==> config.mk <==
export PLATFORM = sky130hd
export DESIGN_NAME = ecpsm_fu
export DESIGN_NICKNAME = d
export VERILOG_FILES = /design/src/hdl/ecpsm_pkg.sv /design/src/hdl/ecpsm_fu.sv
export SDC_FILE = /design/constraint.sdc
export NUM_CORES = 2
export LEC_CHECK = 0
export ABC_AREA = 1
export BUFFER_PORTS_ARGS = -buffer_cell sky130_fd_sc_hd__buf_2
export CORE_MARGIN = 2
export CORE_UTILIZATION = 30
export CTS_BUF_LIST = sky130_fd_sc_hd__clkbuf_8
export DETAILED_ROUTE_END_ITERATION = 7
export GPL_ROUTABILITY_DRIVEN = 1
export HOLD_SLACK_MARGIN = 0.1
export MAX_ROUTING_LAYER = met4
export PLACE_DENSITY_LB_ADDON = 0.1
export SLEW_MARGIN = 25
export SYNTH_ARGS = -nofsm -noshare
export SYNTH_HDL_FRONTEND = slang
export SYNTH_SLANG_ARGS = --single-unit
==> constraint.sdc <==
create_clock -name clk -period 18.87 [get_ports clk]
set_clock_uncertainty 0.05 [all_clocks]
set_input_delay 3.774 -clock clk [delete_from_list [all_inputs] [get_ports clk]]
set_output_delay 3.774 -clock clk [all_outputs]
set_load 0.01 [all_outputs]
==> src/hdl/ecpsm_pkg.sv <==
// ecpsm_pkg: shared types and opcodes for the elliptic-curve point unit.
// No dependencies.
`timescale 1ns / 1ps
`default_nettype none
package ecpsm_pkg;

    typedef enum logic [1:0] {
        FOP_ADD = 2'd0,
        FOP_SUB = 2'd1,
        FOP_MUL = 2'd2,
        FOP_RED = 2'd3
    } fop_t;

    localparam logic CFG_CURVE_A = 1'b0;
    localparam logic CFG_MODULUS = 1'b1;

    typedef enum logic [5:0] {
        S_IDLE,
        S_RED_A, S_RED_UX, S_RED_UY, S_RED_VX, S_RED_VY,
        S_DISPATCH,
        S_SCALE_NEXT,
        // point add / double
        S_PA_CHECK,
        S_PD_T1, S_PD_T2, S_PD_T3, S_PD_DEN,
        S_PA_NUM, S_PA_DEN,
        S_INV_SQ, S_INV_MUL,
        S_LAM, S_LAM2, S_RX1, S_RX2, S_DX, S_RY1, S_RY2,
        S_PA_DONE,
        S_OUT
    } state_t;

    typedef struct packed {
        logic start;
        fop_t op;
    } fu_cmd_t;

endpackage
`default_nettype wire

==> src/hdl/ecpsm_fu.sv <==
// ecpsm_fu: bit-serial modular arithmetic unit (add, sub, mul, reduce).
// Depends on ecpsm_pkg. Mul and reduce take one operand bit per cycle.
`timescale 1ns / 1ps
`default_nettype none
module ecpsm_fu #(
    parameter int W = 64
) (
    input  wire logic              clk,
    input  wire logic              rst_n,
    input  wire ecpsm_pkg::fu_cmd_t cmd,
    input  wire logic [W-1:0]      opa,
    input  wire logic [W-1:0]      opb,
    input  wire logic [W-1:0]      modulus,
    output logic                   done,
    output logic [W-1:0]           res
);
    localparam int CW = $clog2(W + 1);

    logic          busy_reg, busy_next;
    logic          done_reg, done_next;
    logic [CW-1:0] cnt_reg, cnt_next;
    logic [W-1:0]  acc_reg, acc_next;
    logic [W-1:0]  a_reg, a_next;
    logic [W-1:0]  b_reg, b_next;
    logic          red_reg, red_next;

    logic [W:0]    dbl;
    logic [W-1:0]  dbl_m;
    logic [W:0]    sum;
    logic [W-1:0]  sum_m;
    logic [W:0]    add_s;
    logic [W:0]    sub_d;

    // acc*2 mod p (acc < p), with the top bit of b shifted in when reducing; acc*2 + a mod p; opa+opb, opa-opb
    always_comb
    begin
        dbl   = {acc_reg, 1'b0};
        dbl_m = (dbl >= {1'b0, modulus}) ? W'(dbl - {1'b0, modulus}) : dbl[W-1:0];
        if (red_reg)
        begin
            dbl   = {acc_reg, b_reg[W-1]};
            dbl_m = (dbl >= {1'b0, modulus}) ? W'(dbl - {1'b0, modulus}) : dbl[W-1:0];
        end
        sum   = {1'b0, dbl_m} + {1'b0, a_reg};
        sum_m = (sum >= {1'b0, modulus}) ? W'(sum - {1'b0, modulus}) : sum[W-1:0];
        add_s = {1'b0, opa} + {1'b0, opb};
        sub_d = {1'b0, opa} - {1'b0, opb};
    end

    always_comb
    begin
        busy_next = busy_reg;
        done_next = 1'b0;
        cnt_next  = cnt_reg;
        acc_next  = acc_reg;
        a_next    = a_reg;
        b_next    = b_reg;
        red_next  = red_reg;
        if (cmd.start)
        begin
            case (cmd.op)
                ecpsm_pkg::FOP_ADD:
                begin
                    acc_next  = (add_s >= {1'b0, modulus}) ? W'(add_s - {1'b0, modulus})
                                                          : add_s[W-1:0];
                    done_next = 1'b1;
                end
                ecpsm_pkg::FOP_SUB:
                begin
                    acc_next  = sub_d[W] ? W'(sub_d + {1'b0, modulus}) : sub_d[W-1:0];
                    done_next = 1'b1;
                end
                default:
                begin
                    busy_next = 1'b1;
                    cnt_next  = CW'(W);
                    acc_next  = '0;
                    a_next    = opa;
                    b_next    = opb;
                    red_next  = (cmd.op == ecpsm_pkg::FOP_RED);
                end
            endcase
        end
        else if (busy_reg)
        begin
            if (red_reg)
                acc_next = dbl_m;
            else
                acc_next = b_reg[W-1] ? sum_m : dbl_m;
            b_next   = {b_reg[W-2:0], 1'b0};
            cnt_next = cnt_reg - 1'b1;
            if (cnt_reg == CW'(1))
            begin
                busy_next = 1'b0;
                done_next = 1'b1;
            end
        end
    end

    always_ff @(posedge clk or negedge rst_n)
    begin
        if (!rst_n)
        begin
            busy_reg <= 1'b0;
            done_reg <= 1'b0;
            cnt_reg  <= '0;
        end
        else
        begin
            busy_reg <= busy_next;
            done_reg <= done_next;
            cnt_reg  <= cnt_next;
        end
    end

    always_ff @(posedge clk)
    begin
        acc_reg <= acc_next;
        a_reg   <= a_next;
        b_reg   <= b_next;
        red_reg <= red_next;
    end

    assign done = done_reg;
    assign res  = acc_reg;
endmodule
`default_nettype wire

=== Yosys cells after proc, flatten, opt, wreduce, memory -nomap -nowiden ===
Cells that the tools add are included.

* Register bits: 202
* Input port bits: 197
* Output and inout bits: 65
* Logic and storage cells: 55

* $add $sub $neg: 9
* Magnitude comparators: 4
* Equal/unequal tests: 4
* Muxes and demuxes: 25
* Bitwise gates (word level): 1
* Reduce and logical (&&, ||, !) cells: 5

{| class="wikitable"
|+ Operators by type and width
! kind !! number
|-
| 64-bit two-way mux || 13
|-
| 65-bit by 64-bit greater-or-equal comparator with 1-bit output || 4
|-
| 64-bit subtractor || 4
|-
| 64-bit by 64-bit adder with 65-bit output || 2
|-
| 64-bit case mux with 2 select lines || 1
|-
| 64-bit by 64-bit subtractor with 65-bit output || 1
|-
| 64-bit adder || 1
|-
| 7-bit two-way mux || 3
|-
| 1-bit two-way mux || 8
|-
| 7-bit by 1-bit equality test with 1-bit output (second input constant) || 1
|-
| 7-bit by 1-bit subtractor with 7-bit output (second input constant) || 1
|-
| 2-bit AND reduction || 2
|-
| 2-bit by 1-bit equality test with 1-bit output (second input constant) || 1
|-
| 2-bit equality test (second input constant) || 1
|-
| 2-bit logical NOT || 1
|-
| 2-bit != test (second input constant) || 1
|-
| 2-bit nonzero test || 1
|-
| 2-bit OR reduction || 1
|-
| 1-bit NOT || 1
|}

=== Longest topological paths before layout ===
* Depth in word-level cells: 10
* Gate-level depth with buffers: 57
* Depth with buffers taken out: 52

=== Least setup slack after synthesis ===
No wires, ideal clock.

* Kind: input to register
* Start point: input modulus[1]
* End point: register acc_reg[56], in the netlist res[56] (data pin)
* Arrival: 9,093 ps
* Path slack: 9,474 ps
* Stages on the path: 51
* Path buffers: 4
* Path through: inv_1 -> ha_1 -> nand2_1 -> nor2_2 -> nand2_1 -> nor2_2 -> nand2_1 -> nor2_2 -> nand2_1 -> nand2_1 -> inv_2 -> nand3_4 -> buf_8 -> buf_6 -> nand2_1 -> nand3_1 -> and2_1 -> ha_1 -> [15 not listed] -> ha_1 -> nand2_1 -> nor2_1 -> nand2_1 -> nor2_1 -> nand2_1 -> nor2_1 -> nor2_1 -> nand3_1 -> nor2_1 -> nand2_2 -> buf_4 -> buf_2 -> nand3_1 -> nand3_1 -> nand2_1 -> nand2_1 -> nand2_1

* Word-level cells in the longest chain between the ends: 10
* Elaborated cells on any way between the ends: 21
* Classes of those cells: add/sub: 6; order compare: 4; mux: 11

{| class="wikitable"
|+ RTL lines
! what !! line !! source
|-
| start: declaration || ecpsm_fu.sv:13 || <nowiki>input wire logic [W-1:0] modulus,</nowiki>
|-
| 64-bit subtractor, or another cell as far along || ecpsm_fu.sv:38 || <nowiki>dbl_m = (dbl >= {1'b0, modulus}) ? W'(dbl - {1'b0, modulus}) : dbl[W-1:0];</nowiki>
|-
| 64-bit two-way mux (on tied branches) || ecpsm_fu.sv:38, ecpsm_fu.sv:42 ||
|-
| 64-bit two-way mux || ecpsm_fu.sv:39 || <nowiki>if (red_reg)</nowiki>
|-
| 64-bit by 64-bit adder with 65-bit output || ecpsm_fu.sv:44 || <nowiki>sum = {1'b0, dbl_m} + {1'b0, a_reg};</nowiki>
|-
| 64-bit subtractor / 65-bit by 64-bit greater-or-equal comparator with 1-bit output (equally long branches) || ecpsm_fu.sv:45 || <nowiki>sum_m = (sum >= {1'b0, modulus}) ? W'(sum - {1'b0, modulus}) : sum[W-1:0];</nowiki>
|-
| 64-bit two-way mux || ecpsm_fu.sv:45 ||
|-
| 64-bit two-way mux || ecpsm_fu.sv:89 || <nowiki>acc_next = b_reg[W-1] ? sum_m : dbl_m;</nowiki>
|-
| 64-bit two-way mux || ecpsm_fu.sv:86 || <nowiki>if (red_reg)</nowiki>
|-
| 64-bit two-way mux || ecpsm_fu.sv:84 || <nowiki>else if (busy_reg)</nowiki>
|-
| 64-bit two-way mux (*) || ecpsm_fu.sv:59 || <nowiki>if (cmd.start)</nowiki>
|-
| via acc_next[56] || ecpsm_fu.sv:22 || <nowiki>logic [W-1:0] acc_reg, acc_next;</nowiki>
|-
| end signal: assignment || ecpsm_fu.sv:118 || <nowiki>acc_reg <= acc_next;</nowiki>
|-
| end: declaration || ecpsm_fu.sv:22 ||
|}

Mark *: on every way through the listed nets, which the timed path passes. The rest lies on a longest branch. The select of a mux whose other input is x is not followed.
A chain may end at the register's enable or synchronous reset.

=== Final worst setup path ===
* Start point: input modulus[46]
* End point: register acc_reg[21], in the netlist res[21] (data pin)

* Word-level cells in the longest chain between the ends: 10
* Elaborated cells on any way between the ends: 18
* Classes of those cells: add/sub: 4; order compare: 4; mux: 10

{| class="wikitable"
|+ RTL lines
! what !! line
|-
| 65-bit by 64-bit greater-or-equal comparator with 1-bit output, or another cell as far along || ecpsm_fu.sv:38
|-
| 64-bit two-way mux (on tied branches) || ecpsm_fu.sv:38, ecpsm_fu.sv:42
|-
| 64-bit two-way mux || ecpsm_fu.sv:39
|-
| 64-bit by 64-bit adder with 65-bit output || ecpsm_fu.sv:44
|-
| 64-bit subtractor / 65-bit by 64-bit greater-or-equal comparator with 1-bit output (equally long branches) || ecpsm_fu.sv:45
|-
| 64-bit two-way mux || ecpsm_fu.sv:45
|-
| 64-bit two-way mux || ecpsm_fu.sv:89
|-
| 64-bit two-way mux || ecpsm_fu.sv:86
|-
| 64-bit two-way mux || ecpsm_fu.sv:84
|-
| 64-bit two-way mux (*) || ecpsm_fu.sv:59
|-
| via acc_next[21] || ecpsm_fu.sv:22
|}

Marked as above.

==> impl_metrics.env <==
export IMPL_grt_pass1_wl_um=547100
export IMPL_synth_adder_area_share=0.1077
export IMPL_syn_num_nets=10960
export IMPL_cpMostUsedCell="nand2_1"
export IMPL_tritoncts="yes"
export IMPL_fmax_ghz=0.06933
export IMPL_timing_final_crit_share=0.7644
export IMPL_critPathRequiredTime_ps=19320
export IMPL_critPathKind="in2reg"
export IMPL_yosys_area_share_simple=0.4796
export IMPL_worst_pin_slew_ps=1209
export IMPL_setup_viol_count_final=0
export IMPL_fin_util=0.3271
export IMPL_yosysUniqueCellTypes=49
export IMPL_cts_setup_buffers=0
export IMPL_post_cts_resized=0
export IMPL_synth_seq_cells=202
export IMPL_place_congestion=1.158
export IMPL_port_buffers=261
export IMPL_crit_fanout=46
export IMPL_htreeDepth=2
export IMPL_dieArea_um2=182700
export IMPL_synth_async_reset_ratio=0.04455
export IMPL_hpwl_um=366400
export IMPL_period_minus_slack_ps=14420
export IMPL_insertion_delay_ps=820
export IMPL_numCtsBuffers=45
export IMPL_yosys_warnings=0
export IMPL_crit_path_end_kind="flip-flop"
export IMPL_critPathSlowestCell="inv_2"
export IMPL_synth_mux_area_frac=0
export IMPL_clock_tree_root_cell="clkbuf_8"
export IMPL_synth_xor_area_frac=0.04348
export IMPL_hp_class="reg2reg"
export IMPL_path_delay_family="simple AND/OR/NAND/NOR gates"
export IMPL_critical_path_max_stage_delay_ps=780
export IMPL_synth_top_family_by_area="simple AND/OR/NAND/NOR gates"
export IMPL_ir_drop_v=0.0002027
export IMPL_rsz0062_at_grt="false"
export IMPL_start_util=0.3018
export IMPL_synthCells=10300
export IMPL_power_leakage_nw=31.93
export IMPL_cap_violations=0
export IMPL_hold_violations=0
export IMPL_synth_edf_count=193
export IMPL_p_int_mw=4.096
export IMPL_slew_headroom=0.1910
export IMPL_syn_cell_area_um2=53790
export IMPL_track_usage=0.4504
export IMPL_synth_compound_area_frac=0.1088
export IMPL_fillers=20890
export IMPL_drtIter0Drc=8526
export IMPL_die_x_um=427.4
export IMPL_swShare=0.7064
export IMPL_design_power_total_mw=13.95
export IMPL_p_per_area_nw_per_um2=239.3
export IMPL_drt_total_wl_um=414100
export IMPL_routedWlPerCell_um=32.23
export IMPL_finalWorstSetupSlack_ps=4446
export IMPL_slew_violations=0
export IMPL_vias_per_cell=5.546
export IMPL_clkTransAtPathRegs_ps=60
export IMPL_grt_ovfl_total=0
export IMPL_ant_nets=0
export IMPL_num_rows=155
export IMPL_num_vias=71260
export IMPL_avgSynthCellArea_um2=5.220
export IMPL_arrival_ps=14880
export IMPL_drtPass1Iterations=8
export IMPL_die_h_um=427.4
export IMPL_layout_cells_non_filler=12850
export IMPL_synth_seq_area_share=0.1119
export IMPL_cts_hold_buf=0
export IMPL_switchingPower_mw=9.855
export IMPL_drive_gt1_frac=0.04232
export IMPL_regArea_um2=6021
export IMPL_synthToLayoutAreaGrowth_pct=8.393
export IMPL_dp_slack_ps=4210
export IMPL_pin_count=262
export IMPL_power_frac_comb=0.894
export IMPL_whs_ps=424.7
export IMPL_drc_errors=0
export IMPL_seqPwrFrac=0.063
export IMPL_placed_cell_area_um2=57250
export IMPL_nets=11090
export IMPL_placed_cells=12740
export IMPL_fin_area_um2=58300
export IMPL_antenna_found_initial=43
export IMPL_cts_buffer_depth=3
export IMPL_core_area_um2=178200
export IMPL_pwr_share_clk=0.043
export IMPL_synthFlopType="edfxtp_1"
export IMPL_grt_max_degree=96
export IMPL_grt_pass1_vias=67150
export IMPL_critPathBufInv=7
export IMPL_status="finished clean"
export IMPL_setup_tns_ps=0
export IMPL_cp_start_kind="input port"
export IMPL_cts_sinks=202
export IMPL_multi_input_area_um2=39840
[cell usage after synthesis (3+ instances only)]
cell	n	area (um2)
and3_1	5	31.28
nor3_1	71	355.3
o21ai_0	343	1717
nor2_4	3	33.78
buf_2	105	525.5
ha_1	450	5630
a21oi_1	596	2983
nor2_2	14	87.58
and2_1	44	275.3
o21bai_1	78	585.6
buf_6	19	214.0
nand2_1	3664	13750
edfxtp_1	193	5796
nand4_1	191	1195
nor2_1	1164	4369
a21o_1	16	120.1
o21ai_1	4	20.02
clkbuf_2	3	15.01
nand3_2	4	40.04
nand2_2	15	93.84
nand3b_1	49	367.9
buf_4	14	105.1
nor4_1	29	181.4
or2_2	8	50.05
o211ai_1	18	135.1
inv_2	16	60.06
a21boi_0	15	112.6
xor2_1	200	1752
buf_1	22	82.58
fa_1	8	160.2
dfrtp_1	9	225.2
o21a_1	16	120.1
clkbuf_1	58	217.7
nand3_1	977	4890
inv_1	1798	6749
xnor2_1	67	586.8
[cells in the final DEF (no fill, tap or decap), types with 17 or more instances in the layout]
| cell type | count |
|---|---|
| a21oi_1 | 595 |
| and2_1 | 44 |
| buf_2 | 261 |
| buf_4 | 40 |
| clkbuf_8 | 47 |
| diode_2 | 27 |
| edfxtp_1 | 193 |
| ha_1 | 450 |
| inv_1 | 1810 |
| inv_2 | 17 |
| nand2_1 | 3661 |
| nand2_2 | 18 |
| nand3_1 | 976 |
| nand3b_1 | 49 |
| nand4_1 | 191 |
| nor2_1 | 1161 |
| nor3_1 | 71 |
| nor4_1 | 29 |
| o211ai_1 | 18 |
| o21ai_0 | 342 |
| o21bai_1 | 78 |
| xnor2_1 | 67 |
| xor2_1 | 200 |
[path summary, 6_finish.rpt]
kind                             start  depth (start not counted)          to  slack [ps]
setup / recovery           modulus[46]                         44     res[21]        4450
hold / removal               b_reg[18]                          2   b_reg[19]         420
setup reg to reg               res[43]                         42     res[21]        7400
hold reg to reg              b_reg[18]                          2   b_reg[19]         420
max in group asynchronous        rst_n                          1  cnt_reg[1]       15790
min in group asynchronous        rst_n                          1  cnt_reg[5]        2750
[final cells by class]
class / instances / share of cell area
diodes: 27 / 0.001159
clock buffers: 47 / 0.01110
clock inverters: 37 / 0.005365
inverters: 1816 / 0.1170
multi-input cells: 8063 / 0.6833
flip-flops and latches: 202 / 0.1033
well taps: 2355 / 0.05054
repair buffers: 303 / 0.02824
[worst register-to-register path, delay by kind of cell (launching register included)]
kind / cells / cell delay (ps)
flops: 1 / 610
compound gates: 2 / 680
fa+ha+maj: 3 / 1350
simple gates: 31 / 5910
buf+inv: 6 / 2540
[cells by family after synthesis]
logic type	count (synthesis)
AO/OA/AOI/OAI	1093
AND/OR/NAND/NOR	6245
adder cells (fa/ha/maj)	458
buffers and inverters	2038
flip-flops	202
XOR/XNOR	267
[metal layers]
layer,global-route usage,share of wire,up-vias
li1,-,-,32700
met1,0.4822,0.36,33400
met2,0.7211,0.45,4065
met3,0.06795,0.075,1099
met4,0.4058,0.11,0
met5,-,0,-
[power groups by stage]
stage	combinational [mW]	sequential [mW]	clock [mW]
after floorplan	7.09	0.741	0
after global placement	12.1	0.868	0
after detailed placement	12.0	0.865	0
after CTS	12.1	0.856	0.607
after global routing	13.1	0.865	0.613
final	12.5	0.876	0.600
Power figures use the tool's default switching activity.
